[src/hdl/lcs_pkg.sv]
`timescale 1ns / 1ps
// ============================================================================
// lcs_pkg
// Types, constants and the control store of the character LCD command
// sequencer.
// ============================================================================

package lcs_pkg;

    localparam int ADDR_W = 3;
    localparam int UPC_W  = 4;
    localparam int DIGITS = 10;
    localparam int Q_SHIFT = 35;
    localparam int Q_W     = 64 - Q_SHIFT;

    localparam logic [0:0]  REG_POWER_UP_WAIT = 1'b0;
    localparam logic [7:0]  POWER_UP_WAIT_RESET = 8'd8;

    localparam logic [2:0]  OP_TICK         = 3'd0;
    localparam logic [2:0]  OP_LOAD_CHAR    = 3'd1;
    localparam logic [2:0]  OP_CLEAR        = 3'd2;
    localparam logic [2:0]  OP_GOTO_XY      = 3'd3;
    localparam logic [2:0]  OP_SET_CURSOR   = 3'd4;
    localparam logic [2:0]  OP_PRINT_NUMBER = 3'd5;

    localparam logic [1:0]  LINE_ONE = 2'd0;
    localparam logic [1:0]  LINE_TWO = 2'd1;

    localparam logic [7:0]  CMD_FUNCTION_SET = 8'h38;
    localparam logic [7:0]  CMD_DISPLAY_ON   = 8'h0C;
    localparam logic [7:0]  CMD_CLEAR        = 8'h01;
    localparam logic [7:0]  CMD_SET_DDRAM    = 8'h80;
    localparam logic [7:0]  LINE_TWO_OFFSET  = 8'h40;
    localparam logic [7:0]  ASCII_ZERO       = 8'd48;
    localparam logic [31:0] RECIP_10         = 32'hCCCC_CCCD;

    typedef enum logic [1:0] {
        ST_ACCEPTED = 2'd0,
        ST_BUSY     = 2'd1,
        ST_TICK     = 2'd2
    } status_t;

    typedef enum logic [4:0] {
        PH_WAIT   = 5'b00001,
        PH_FUNC   = 5'b00010,
        PH_DISP   = 5'b00100,
        PH_CLR    = 5'b01000,
        PH_FINISH = 5'b10000
    } init_phase_t;

    typedef enum logic [4:0] {
        PR_IDLE   = 5'b00001,
        PR_WRITE  = 5'b00010,
        PR_CLEAR  = 5'b00100,
        PR_MOVE   = 5'b01000,
        PR_CURSOR = 5'b10000
    } proc_t;

    typedef struct packed {
        logic [2:0]  opcode;
        logic [7:0]  char_code;
        logic        last_char;
        logic [5:0]  x_pos;
        logic [1:0]  line_select;
        logic        cursor_on;
        logic        blink_on;
        logic [31:0] number;
    } req_t;

    typedef struct packed {
        logic [1:0] status;
        logic       lcd_rs;
        logic       lcd_rw;
        logic       lcd_en;
        logic [7:0] lcd_data;
        logic       init_done;
        logic       idle;
    } rsp_t;

    typedef enum logic [3:0] {
        U_NOP      = 4'd0,
        U_LATCH    = 4'd1,
        U_STATUS   = 4'd2,
        U_EXEC     = 4'd3,
        U_WR_CHAR  = 4'd4,
        U_NUM_INIT = 4'd5,
        U_MUL      = 4'd6,
        U_DIGIT    = 4'd7,
        U_COPY     = 4'd8,
        U_NUM_DONE = 4'd9,
        U_EMIT     = 4'd10
    } uop_t;

    typedef enum logic [2:0] {
        J_ALWAYS   = 3'd0,
        J_ACCEPT   = 3'd1,
        J_DECODE   = 3'd2,
        J_QNZ      = 3'd3,
        J_MORE     = 3'd4,
        J_OUT_FREE = 3'd5
    } jmp_t;

    typedef struct packed {
        uop_t             uop;
        jmp_t             jmp;
        logic [UPC_W-1:0] target;
    } ctrl_t;

    localparam logic [UPC_W-1:0] UPC_FETCH    = 4'd0;
    localparam logic [UPC_W-1:0] UPC_DECODE   = 4'd1;
    localparam logic [UPC_W-1:0] UPC_EXEC     = 4'd2;
    localparam logic [UPC_W-1:0] UPC_READ     = 4'd3;
    localparam logic [UPC_W-1:0] UPC_WR_CHAR  = 4'd4;
    localparam logic [UPC_W-1:0] UPC_NUM_INIT = 4'd5;
    localparam logic [UPC_W-1:0] UPC_MUL      = 4'd6;
    localparam logic [UPC_W-1:0] UPC_DIGIT    = 4'd7;
    localparam logic [UPC_W-1:0] UPC_COPY     = 4'd8;
    localparam logic [UPC_W-1:0] UPC_NUM_DONE = 4'd9;
    localparam logic [UPC_W-1:0] UPC_EMIT     = 4'd10;

    // The conditional steps fall through to the next address when not taken,
    // except the two wait steps, which hold.
    function automatic ctrl_t lcs_ucode(input logic [UPC_W-1:0] addr);
        ctrl_t w;
        w = '{U_NOP, J_ALWAYS, UPC_FETCH};
        case (addr)
            UPC_FETCH:    w = '{U_LATCH,    J_ACCEPT,   UPC_DECODE};
            UPC_DECODE:   w = '{U_STATUS,   J_DECODE,   UPC_EXEC};
            UPC_EXEC:     w = '{U_EXEC,     J_ALWAYS,   UPC_EMIT};
            UPC_READ:     w = '{U_NOP,      J_ALWAYS,   UPC_WR_CHAR};
            UPC_WR_CHAR:  w = '{U_WR_CHAR,  J_ALWAYS,   UPC_EMIT};
            UPC_NUM_INIT: w = '{U_NUM_INIT, J_ALWAYS,   UPC_MUL};
            UPC_MUL:      w = '{U_MUL,      J_ALWAYS,   UPC_DIGIT};
            UPC_DIGIT:    w = '{U_DIGIT,    J_QNZ,      UPC_MUL};
            UPC_COPY:     w = '{U_COPY,     J_MORE,     UPC_COPY};
            UPC_NUM_DONE: w = '{U_NUM_DONE, J_ALWAYS,   UPC_EMIT};
            UPC_EMIT:     w = '{U_EMIT,     J_OUT_FREE, UPC_FETCH};
            default:      w = '{U_NOP,      J_ALWAYS,   UPC_FETCH};
        endcase
        return w;
    endfunction

endpackage

[src/hdl/char_lcd_command_sequencer_top.sv]
`timescale 1ns / 1ps
// ============================================================================
// char_lcd_command_sequencer_top
// Microcoded sequencer for an 8-bit character LCD: power-up commands, buffered
// character writes, decimal number printing and clear, cursor and address commands.
//
//   Channel  Direction  Handshake              Payload
//   req      in         req_valid / req_stall  lcs_pkg::req_t
//   rsp      out        rsp_valid / rsp_stall  lcs_pkg::rsp_t
//   apb      in         psel / penable         power_up_wait at address 0
//
// A tick or request steps through fetch, decode, execute and emit; a tick
// that drives a buffered character steps through read and write-character
// in place of execute, for the registered read of the character buffer.
// Print number runs number init, a reciprocal multiply and a remainder step
// per digit, one copy per digit on the single buffer write port, number done and emit.
// After reset the block takes items at once; there is no clearing pass.
// A stalled result holds the sequencer in its emit step; the next item is
// taken while the result waits in the output register.
// ============================================================================

module char_lcd_command_sequencer_top #(
    parameter int BUF_DEPTH = 32
) (
    input  logic                        clk,
    input  logic                        rst_n,
    input  logic                        req_valid,
    output logic                        req_stall,
    input  lcs_pkg::req_t               req,
    output logic                        rsp_valid,
    input  logic                        rsp_stall,
    output lcs_pkg::rsp_t               rsp,
    input  logic                        psel,
    input  logic                        penable,
    input  logic                        pwrite,
    input  logic [lcs_pkg::ADDR_W-1:0]  paddr,
    input  logic [31:0]                 pwdata,
    output logic [31:0]                 prdata,
    output logic                        pready
);

    localparam int AW = $clog2(BUF_DEPTH);
    localparam int CW = $clog2(BUF_DEPTH + 1);

    lcs_pkg::ctrl_t               ctrl;
    logic                         req_accept;
    logic                         rsp_free;
    logic                         cfg_write;
    logic                         is_tick;
    logic                         reject;
    logic                         write_go;
    logic                         copy_more;
    logic [lcs_pkg::UPC_W-1:0]    dispatch;
    logic [63:0]                  prod;
    logic [31:0]                  q_times_10;
    logic [31:0]                  remainder;
    logic [CW-1:0]                load_inc;

    logic                         ram_we;
    logic [AW-1:0]                ram_waddr;
    logic [7:0]                   ram_wdata;
    logic [AW-1:0]                ram_raddr;
    logic [7:0]                   ram_rdata;

    logic [lcs_pkg::UPC_W-1:0]    upc_reg, upc_next;
    lcs_pkg::req_t                item_reg, item_next;
    lcs_pkg::status_t             status_reg, status_next;
    logic [7:0]                   power_up_wait_reg, power_up_wait_next;
    lcs_pkg::init_phase_t         init_phase_reg, init_phase_next;
    logic [7:0]                   init_ticks_reg, init_ticks_next;
    logic                         init_complete_reg, init_complete_next;
    lcs_pkg::proc_t               process_reg, process_next;
    logic                         strobe_reg, strobe_next;
    logic [CW-1:0]                load_count_reg, load_count_next;
    logic [CW-1:0]                write_length_reg, write_length_next;
    logic [CW-1:0]                write_index_reg, write_index_next;
    logic [7:0]                   ddram_reg, ddram_next;
    logic [7:0]                   cursor_cmd_reg, cursor_cmd_next;
    logic                         pin_rs_reg, pin_rs_next;
    logic [7:0]                   pin_data_reg, pin_data_next;
    logic [31:0]                  num_reg, num_next;
    logic [lcs_pkg::Q_W-1:0]      q_reg, q_next;
    logic [3:0]                   dig_reg [lcs_pkg::DIGITS];
    logic [3:0]                   dig_next [lcs_pkg::DIGITS];
    logic [3:0]                   dig_cnt_reg, dig_cnt_next;
    logic [3:0]                   copy_idx_reg, copy_idx_next;
    logic                         rsp_valid_reg, rsp_valid_next;
    lcs_pkg::rsp_t                rsp_reg, rsp_next;

    lcs_ram #(
        .WIDTH (8),
        .DEPTH (BUF_DEPTH)
    ) u_buf (
        .clk   (clk),
        .we    (ram_we),
        .waddr (ram_waddr),
        .wdata (ram_wdata),
        .raddr (ram_raddr),
        .rdata (ram_rdata)
    );

    assign ctrl       = lcs_pkg::lcs_ucode(upc_reg);
    assign req_stall  = (upc_reg != lcs_pkg::UPC_FETCH);
    assign req_accept = req_valid && !req_stall;
    assign rsp_free   = !rsp_valid_reg || !rsp_stall;
    assign rsp_valid  = rsp_valid_reg;
    assign rsp        = rsp_reg;
    assign pready     = 1'b1;
    assign cfg_write  = psel && penable && pwrite && pready;
    assign prdata     = (paddr[2:2] == lcs_pkg::REG_POWER_UP_WAIT)
                        ? {24'b0, power_up_wait_reg} : 32'b0;

    assign is_tick  = (item_reg.opcode == lcs_pkg::OP_TICK);
    assign reject   = !is_tick && ((process_reg != lcs_pkg::PR_IDLE)
                      || (item_reg.opcode > lcs_pkg::OP_PRINT_NUMBER));
    assign write_go = init_complete_reg && (process_reg == lcs_pkg::PR_WRITE)
                      && !strobe_reg && (write_index_reg < write_length_reg)
                      && (write_index_reg < CW'(BUF_DEPTH));

    assign prod       = num_reg * lcs_pkg::RECIP_10;
    assign q_times_10 = 32'({q_reg, 3'b000}) + 32'({q_reg, 1'b0});
    assign remainder  = num_reg - q_times_10;
    assign copy_more  = ((copy_idx_reg + 4'd1) != dig_cnt_reg);
    assign ram_raddr  = write_index_reg[AW-1:0];

    always_comb
    begin
        if (is_tick && write_go)
        begin
            dispatch = lcs_pkg::UPC_READ;
        end
        else if (!is_tick && !reject
                 && (item_reg.opcode == lcs_pkg::OP_PRINT_NUMBER))
        begin
            dispatch = lcs_pkg::UPC_NUM_INIT;
        end
        else
        begin
            dispatch = lcs_pkg::UPC_EXEC;
        end
    end

    always_comb
    begin
        case (ctrl.jmp)
            lcs_pkg::J_ALWAYS:   upc_next = ctrl.target;
            lcs_pkg::J_ACCEPT:   upc_next = req_accept ? ctrl.target : upc_reg;
            lcs_pkg::J_DECODE:   upc_next = dispatch;
            lcs_pkg::J_QNZ:      upc_next = (q_reg != '0) ? ctrl.target : upc_reg + 4'd1;
            lcs_pkg::J_MORE:     upc_next = copy_more ? ctrl.target : upc_reg + 4'd1;
            lcs_pkg::J_OUT_FREE: upc_next = rsp_free ? ctrl.target : upc_reg;
            default:             upc_next = lcs_pkg::UPC_FETCH;
        endcase
    end

    always_comb
    begin
        item_next          = item_reg;
        status_next        = status_reg;
        power_up_wait_next = power_up_wait_reg;
        init_phase_next    = init_phase_reg;
        init_ticks_next    = init_ticks_reg;
        init_complete_next = init_complete_reg;
        process_next       = process_reg;
        strobe_next        = strobe_reg;
        load_count_next    = load_count_reg;
        write_length_next  = write_length_reg;
        write_index_next   = write_index_reg;
        ddram_next         = ddram_reg;
        cursor_cmd_next    = cursor_cmd_reg;
        pin_rs_next        = pin_rs_reg;
        pin_data_next      = pin_data_reg;
        num_next           = num_reg;
        q_next             = q_reg;
        dig_next           = dig_reg;
        dig_cnt_next       = dig_cnt_reg;
        copy_idx_next      = copy_idx_reg;
        rsp_next           = rsp_reg;
        rsp_valid_next     = rsp_valid_reg && rsp_stall;
        load_inc           = load_count_reg;
        ram_we             = 1'b0;
        ram_waddr          = '0;
        ram_wdata          = '0;

        if (cfg_write && (paddr[2:2] == lcs_pkg::REG_POWER_UP_WAIT))
        begin
            power_up_wait_next = pwdata[7:0];
        end

        case (ctrl.uop)
            lcs_pkg::U_LATCH:
            begin
                if (req_accept)
                begin
                    item_next = req;
                end
            end
            lcs_pkg::U_STATUS:
            begin
                if (is_tick)
                begin
                    status_next = lcs_pkg::ST_TICK;
                end
                else if (reject)
                begin
                    status_next = lcs_pkg::ST_BUSY;
                end
                else
                begin
                    status_next = lcs_pkg::ST_ACCEPTED;
                end
            end
            lcs_pkg::U_EXEC:
            begin
                if (status_reg == lcs_pkg::ST_TICK && !init_complete_reg)
                begin
                    case (init_phase_reg)
                        lcs_pkg::PH_WAIT:
                        begin
                            if (init_ticks_reg == power_up_wait_reg)
                            begin
                                init_phase_next = lcs_pkg::PH_FUNC;
                                init_ticks_next = 8'd0;
                            end
                            else
                            begin
                                init_ticks_next = init_ticks_reg + 8'd1;
                            end
                        end
                        lcs_pkg::PH_FUNC:
                        begin
                            if (!strobe_reg)
                            begin
                                pin_rs_next   = 1'b0;
                                pin_data_next = lcs_pkg::CMD_FUNCTION_SET;
                                strobe_next   = 1'b1;
                            end
                            else
                            begin
                                strobe_next     = 1'b0;
                                init_phase_next = lcs_pkg::PH_DISP;
                            end
                        end
                        lcs_pkg::PH_DISP:
                        begin
                            if (!strobe_reg)
                            begin
                                pin_rs_next   = 1'b0;
                                pin_data_next = lcs_pkg::CMD_DISPLAY_ON;
                                strobe_next   = 1'b1;
                            end
                            else
                            begin
                                strobe_next     = 1'b0;
                                init_phase_next = lcs_pkg::PH_CLR;
                            end
                        end
                        lcs_pkg::PH_CLR:
                        begin
                            if (!strobe_reg)
                            begin
                                pin_rs_next   = 1'b0;
                                pin_data_next = lcs_pkg::CMD_CLEAR;
                                strobe_next   = 1'b1;
                            end
                            else
                            begin
                                strobe_next     = 1'b0;
                                init_phase_next = lcs_pkg::PH_FINISH;
                            end
                        end
                        default:
                        begin
                            init_complete_next = 1'b1;
                        end
                    endcase
                end
                else if (status_reg == lcs_pkg::ST_TICK)
                begin
                    case (process_reg)
                        lcs_pkg::PR_WRITE:
                        begin
                            if (strobe_reg)
                            begin
                                strobe_next = 1'b0;
                            end
                            else
                            begin
                                write_index_next = '0;
                                process_next     = lcs_pkg::PR_IDLE;
                            end
                        end
                        lcs_pkg::PR_CLEAR:
                        begin
                            if (strobe_reg)
                            begin
                                strobe_next  = 1'b0;
                                process_next = lcs_pkg::PR_IDLE;
                            end
                            else
                            begin
                                pin_rs_next   = 1'b0;
                                pin_data_next = lcs_pkg::CMD_CLEAR;
                                strobe_next   = 1'b1;
                            end
                        end
                        lcs_pkg::PR_MOVE:
                        begin
                            if (strobe_reg)
                            begin
                                strobe_next  = 1'b0;
                                process_next = lcs_pkg::PR_IDLE;
                            end
                            else
                            begin
                                pin_rs_next   = 1'b0;
                                pin_data_next = ddram_reg | lcs_pkg::CMD_SET_DDRAM;
                                strobe_next   = 1'b1;
                            end
                        end
                        lcs_pkg::PR_CURSOR:
                        begin
                            if (strobe_reg)
                            begin
                                strobe_next  = 1'b0;
                                process_next = lcs_pkg::PR_IDLE;
                            end
                            else
                            begin
                                pin_rs_next     = 1'b0;
                                pin_data_next   = cursor_cmd_reg;
                                strobe_next     = 1'b1;
                                cursor_cmd_next = 8'd0;
                            end
                        end
                        default:
                        begin
                        end
                    endcase
                end
                else if (status_reg == lcs_pkg::ST_ACCEPTED)
                begin
                    case (item_reg.opcode)
                        lcs_pkg::OP_LOAD_CHAR:
                        begin
                            if (load_count_reg < CW'(BUF_DEPTH))
                            begin
                                ram_we    = 1'b1;
                                ram_waddr = load_count_reg[AW-1:0];
                                ram_wdata = item_reg.char_code;
                                load_inc  = load_count_reg + 1'b1;
                            end
                            load_count_next = load_inc;
                            if (item_reg.last_char)
                            begin
                                write_length_next = load_inc;
                                write_index_next  = '0;
                                load_count_next   = '0;
                                process_next      = lcs_pkg::PR_WRITE;
                            end
                        end
                        lcs_pkg::OP_CLEAR:
                        begin
                            process_next = lcs_pkg::PR_CLEAR;
                        end
                        lcs_pkg::OP_GOTO_XY:
                        begin
                            if (item_reg.line_select == lcs_pkg::LINE_ONE)
                            begin
                                ddram_next = {2'b00, item_reg.x_pos};
                            end
                            else if (item_reg.line_select == lcs_pkg::LINE_TWO)
                            begin
                                ddram_next = {2'b00, item_reg.x_pos}
                                             + lcs_pkg::LINE_TWO_OFFSET;
                            end
                            process_next = lcs_pkg::PR_MOVE;
                        end
                        lcs_pkg::OP_SET_CURSOR:
                        begin
                            cursor_cmd_next = lcs_pkg::CMD_DISPLAY_ON
                                | {6'b0, item_reg.cursor_on, item_reg.blink_on};
                            process_next = lcs_pkg::PR_CURSOR;
                        end
                        default:
                        begin
                        end
                    endcase
                end
            end
            lcs_pkg::U_WR_CHAR:
            begin
                pin_rs_next      = 1'b1;
                pin_data_next    = ram_rdata;
                write_index_next = write_index_reg + 1'b1;
                strobe_next      = 1'b1;
            end
            lcs_pkg::U_NUM_INIT:
            begin
                num_next      = item_reg.number;
                dig_cnt_next  = 4'd0;
                copy_idx_next = 4'd0;
            end
            lcs_pkg::U_MUL:
            begin
                q_next = prod[63:lcs_pkg::Q_SHIFT];
            end
            lcs_pkg::U_DIGIT:
            begin
                dig_next[0] = remainder[3:0];
                for (int i = 1; i < lcs_pkg::DIGITS; i++)
                begin
                    dig_next[i] = dig_reg[i-1];
                end
                dig_cnt_next = dig_cnt_reg + 4'd1;
                num_next     = 32'(q_reg);
            end
            lcs_pkg::U_COPY:
            begin
                ram_we    = 1'b1;
                ram_waddr = AW'(copy_idx_reg);
                ram_wdata = lcs_pkg::ASCII_ZERO + {4'b0000, dig_reg[0]};
                for (int i = 0; i < lcs_pkg::DIGITS - 1; i++)
                begin
                    dig_next[i] = dig_reg[i+1];
                end
                dig_next[lcs_pkg::DIGITS-1] = 4'd0;
                copy_idx_next = copy_idx_reg + 4'd1;
            end
            lcs_pkg::U_NUM_DONE:
            begin
                write_length_next = CW'(dig_cnt_reg);
                write_index_next  = '0;
                load_count_next   = '0;
                process_next      = lcs_pkg::PR_WRITE;
            end
            lcs_pkg::U_EMIT:
            begin
                if (rsp_free)
                begin
                    rsp_valid_next     = 1'b1;
                    rsp_next.status    = status_reg;
                    rsp_next.lcd_rs    = pin_rs_reg;
                    rsp_next.lcd_rw    = 1'b0;
                    rsp_next.lcd_en    = strobe_reg;
                    rsp_next.lcd_data  = pin_data_reg;
                    rsp_next.init_done = init_complete_reg;
                    rsp_next.idle      = (process_reg == lcs_pkg::PR_IDLE);
                end
            end
            default:
            begin
            end
        endcase
    end

    always_ff @(posedge clk or negedge rst_n)
    begin
        if (!rst_n)
        begin
            upc_reg           <= lcs_pkg::UPC_FETCH;
            power_up_wait_reg <= lcs_pkg::POWER_UP_WAIT_RESET;
            init_phase_reg    <= lcs_pkg::PH_WAIT;
            init_ticks_reg    <= 8'd0;
            init_complete_reg <= 1'b0;
            process_reg       <= lcs_pkg::PR_IDLE;
            strobe_reg        <= 1'b0;
            load_count_reg    <= '0;
            write_length_reg  <= '0;
            write_index_reg   <= '0;
            ddram_reg         <= 8'd0;
            cursor_cmd_reg    <= 8'd0;
            pin_rs_reg        <= 1'b0;
            pin_data_reg      <= 8'd0;
            dig_cnt_reg       <= 4'd0;
            copy_idx_reg      <= 4'd0;
            rsp_valid_reg     <= 1'b0;
        end
        else
        begin
            upc_reg           <= upc_next;
            power_up_wait_reg <= power_up_wait_next;
            init_phase_reg    <= init_phase_next;
            init_ticks_reg    <= init_ticks_next;
            init_complete_reg <= init_complete_next;
            process_reg       <= process_next;
            strobe_reg        <= strobe_next;
            load_count_reg    <= load_count_next;
            write_length_reg  <= write_length_next;
            write_index_reg   <= write_index_next;
            ddram_reg         <= ddram_next;
            cursor_cmd_reg    <= cursor_cmd_next;
            pin_rs_reg        <= pin_rs_next;
            pin_data_reg      <= pin_data_next;
            dig_cnt_reg       <= dig_cnt_next;
            copy_idx_reg      <= copy_idx_next;
            rsp_valid_reg     <= rsp_valid_next;
        end
    end

    always_ff @(posedge clk)
    begin
        item_reg   <= item_next;
        status_reg <= status_next;
        num_reg    <= num_next;
        q_reg      <= q_next;
        dig_reg    <= dig_next;
        rsp_reg    <= rsp_next;
    end

`ifndef SYNTHESIS
    a_load_count_range: assert property (@(posedge clk) disable iff (!rst_n)
        load_count_reg <= CW'(BUF_DEPTH))
        else $error("Character load count exceeds the buffer depth.");

    a_index_in_run: assert property (@(posedge clk) disable iff (!rst_n)
        write_index_reg <= write_length_reg)
        else $error("Write index ran past the write length.");

    a_cursor_cleared: assert property (@(posedge clk) disable iff (!rst_n)
        (process_reg != lcs_pkg::PR_CURSOR) |-> (cursor_cmd_reg == 8'd0))
        else $error("Cursor command pending outside the cursor process.");

    a_strobe_idle: assert property (@(posedge clk) disable iff (!rst_n)
        (init_complete_reg && process_reg == lcs_pkg::PR_IDLE) |-> !strobe_reg)
        else $error("Enable left high with no process running.");

    a_accept_decode: assert property (@(posedge clk) disable iff (!rst_n)
        req_accept |=> (upc_reg == lcs_pkg::UPC_DECODE))
        else $error("Accepted item did not move the sequencer to decode.");
`endif

endmodule

[src/hdl/lcs_ram.sv]
`timescale 1ns / 1ps
// ============================================================================
// lcs_ram
// Generic simple dual-port RAM with one write port and a registered read.
// ============================================================================

module lcs_ram #(
    parameter int WIDTH = 8,
    parameter int DEPTH = 32
) (
    input  logic                     clk,
    input  logic                     we,
    input  logic [$clog2(DEPTH)-1:0] waddr,
    input  logic [WIDTH-1:0]         wdata,
    input  logic [$clog2(DEPTH)-1:0] raddr,
    output logic [WIDTH-1:0]         rdata
);

    logic [WIDTH-1:0] mem [DEPTH];
    logic [WIDTH-1:0] rdata_reg;

    always_ff @(posedge clk)
    begin
        if (we)
        begin
            mem[waddr] <= wdata;
        end
        rdata_reg <= mem[raddr];
    end

    assign rdata = rdata_reg;

endmodule
[config.mk]
export PLATFORM = sky130hd
export DESIGN_NAME = char_lcd_command_sequencer_top
export DESIGN_NICKNAME = d
export VERILOG_FILES = /design/src/hdl/lcs_pkg.sv /design/src/hdl/char_lcd_command_sequencer_top.sv /design/src/hdl/lcs_ram.sv
export SDC_FILE = /design/constraint.sdc
export NUM_CORES = 2
export LEC_CHECK = 0
export CORE_ASPECT_RATIO = 0.8
export CORE_MARGIN = 3
export CORE_UTILIZATION = 60
export CTS_BUF_LIST = sky130_fd_sc_hd__clkbuf_8
export DETAILED_ROUTE_END_ITERATION = 10
export DONT_BUFFER_PORTS = 1
export PLACE_DENSITY = 0.76
export SLEW_MARGIN = 20
export SYNTH_ARGS = -nofsm -noshare
export SYNTH_HDL_FRONTEND = slang
export SYNTH_SLANG_ARGS = --single-unit
[constraint.sdc]
create_clock -name clk -period 11.92 [get_ports clk]
set_input_delay 1.192 -clock clk [delete_from_list [all_inputs] [get_ports clk]]
set_output_delay 1.192 -clock clk [all_outputs]
set_load 0.005 [all_outputs]
==> qor.yml <==
grt_use_total_pct: 28.7
ys.warnings.count: 0
synthesis.area_per_instance_sq_um: 12.9
die_w_um: 285
post_drt_wl_per_cell_um: 23.9
antenna_found_initial: 4
postCtsHoldBufs: 0
path_buf_inv: 7
cap_violations: 0
totalWireLength_um: 91400
cts.sinks: 513
numCtsBuffers: 81
final_nets: 3777
ant_nets: 0
report.final.slew_viol_count: 0
tns_ns: 0
place_area_sq_mm: 0.0383
cts_tree: "done"
h-tree-depth: 3
syn_to_final_growth_pct: 6.46
post-route-min-period_ns: 8.87
final_cell_count_no_fill: 3824
postSynth.asyncResetShare_pct: 15.2
die_h_um: 230
critical_path_arrival_ns: 9.30
post-cts-setup-buffers: 0
grt_setup_unrepaired: "no"
crit_path_end_kind: "register"
synth_area_leaders: "edfxtp_1 (34%), fa_1 (21%), ha_1 (12%), inv_1 (5.6%), dfrtp_1 (5.0%)"
die_area_sq_mm: 0.0655
grt_pass1_vias: 23697
via_count: 22801
cts.path.max_buffers: 3
fmax_mhz: 113
place_inst: 3675
core_sq_mm: 0.0614
synthTopCellsByCount: "inv_1 (562), edfxtp_1 (427), fa_1 (386)"
drt-pass1-iter-count: 6
gp_congestion: 0.985
setup_viol: 0
cp_slowest_stage_delay_ns: 0.77
cts_root_buf: "clkbuf_8"
route.detailed.drc: 0
drt_iter0_drc: 2217
relSlewSlack_pct: 27.6
slowest_stage: "a21boi_0"
hpwl_um: 71500
drive_above_1_share_pct: 10.7
port_buffers: 0
grt-ovfl-total: 0
critPathRequiredTime_ns: 12.36
synth_top_cell_by_area: "edfxtp_1"
hold_viol_final: 0
grt_pass1_wl_um: 141000
grt_start_max_net_pins: 79
worstSkewPairLatency_ns: 0.73
synth_cell_types: 78
fillers: 4445
fin_crit_sh_pct: 74.4
min_path_type: "primary input to async pin"
rows: 81
cp_max_fo: 5
stdcell_area_sq_mm: 0.0399
ios: 146
ys_ff_latch: 513
start_kind: "register"
ctsResizeCount: 0
final.setup_skew_ns: 0.0891
synthCells: 2898
synth_top_cell_area_share_pct: 34.2
ys.flop_type: "edfxtp_1"
synth_edf_count: 427
synthMostInstantiatedCell: "inv_1"
initial_core_util_pct: 61.0
ys_seq_area_share_pct: 39.9
path_class: "register to register"
worst_pin_slew_ns: 1.09
largest_register_ffs: 256
fin_util_pct: 65.0
syn_area_sq_mm: 0.0375
clkTransAtPathRegs_ns: 0.06
outcome: "finished, final reports clean"
avgViaCountPerCell: 5.96
cp_top_family: "adder cells"
## logic make-up after synthesis
family	synth area share, %
xor+xnor	2.31
fa+ha+maj	32.9
other cells	0.0200
mux	7.56
flops	39.9
simple gates	5.00
compound gates	5.53
buf+inv	6.85
## layout make-up
cell class	count	area, sq um	share of cell area (%)
Multi-Input combinational cell	1756	20100	50.4
Sequential cell	513	14900	37.5
Inverter	564	2120	5.31
Clock buffer	84	1160	2.90
Tap cell	830	1040	2.60
Clock inverter	64	452	1.13
Timing Repair Buffer	12	90.1	0.226
Antenna cell	1	2.50	0.00627
## metal layers
metal | up-vias | GRT usage (%) | part of all wire [%]
met3 | 161 | 8.90 | 12
li1 | 9914 | - | -
met1 | 11511 | 42.9 | 42
met4 | 2 | 7.54 | 2.6
met2 | 1213 | 41.1 | 43
met5 | - | 0 | 0.014
## cells in the final DEF (no fill, tap or decap), types with 15 or more instances in the layout
cell,count
inv_1,595
edfxtp_1,427
fa_1,386
ha_1,367
nand2_1,119
nor2_1,95
a21oi_1,89
mux2_2,88
clkbuf_8,84
mux4_2,80
o21ai_0,74
dfrtp_1,73
xnor2_1,52
xor2_1,47
a21o_1,44
nand3_1,26
conb_1,26
nor2b_1,22
nand4_1,20
and2_1,18
and3_1,15
## worst register-to-register path, stage by stage (launching register included)
cell and delay, ns:
edfxtp_1 0.62, ha_1 0.56, inv_1 0.19, fa_1 0.56, inv_1 0.05, fa_1 0.50, inv_1 0.06, fa_1 0.49
inv_1 0.05, fa_1 0.59, fa_1 0.44, fa_1 0.49, inv_1 0.05, fa_1 0.47, inv_1 0.04, ha_1 0.35
a21oi_1 0.25, o21ai_0 0.18, a221oi_1 0.46, a21boi_0 0.77, o41ai_2 0.21, a31oi_1 0.49, inv_1 0.11, a21oi_2 0.24
o221ai_1 0.19, xnor2_1 0.17
## metrics by stage
stage / hold slack [ns] / setup slack (ns)
6_report: 0.181 / 3.05
5_1_grt: 0.155 / 2.72
4_1_cts: 0.131 / 3.19
3_5_place_dp: 0.445 / 3.22
3_3_place_gp: 0.443 / 3.27
2_1_floorplan: 0.423 / 4.24
## path summary, 6_finish.rpt
check,start,to,slack [ns],cells after the start
worst max-delay path,num_reg[18]$_DFFE_PP_,q_reg[28]$_DFFE_PN_,3.05,25
worst min-delay path,rst_n,write_length_reg[1]$_DFFE_PN0P_,0.18,0
worst max register to register,num_reg[18]$_DFFE_PP_,q_reg[28]$_DFFE_PN_,3.05,25
worst min register to register,pin_data_reg[4]$_DFFE_PN0P_,rsp[6]$_DFFE_PP_,0.46,0
max in group asynchronous,rst_n,power_up_wait_reg[3]$_DFFE_PN1P_,11.53,0
min in group clk,pin_data_reg[4]$_DFFE_PN0P_,rsp[6]$_DFFE_PP_,0.46,0
Power is left out: the tool's default activity adds up to more than one toggle a clock period on the data nets, which glitch-free logic cannot reach.
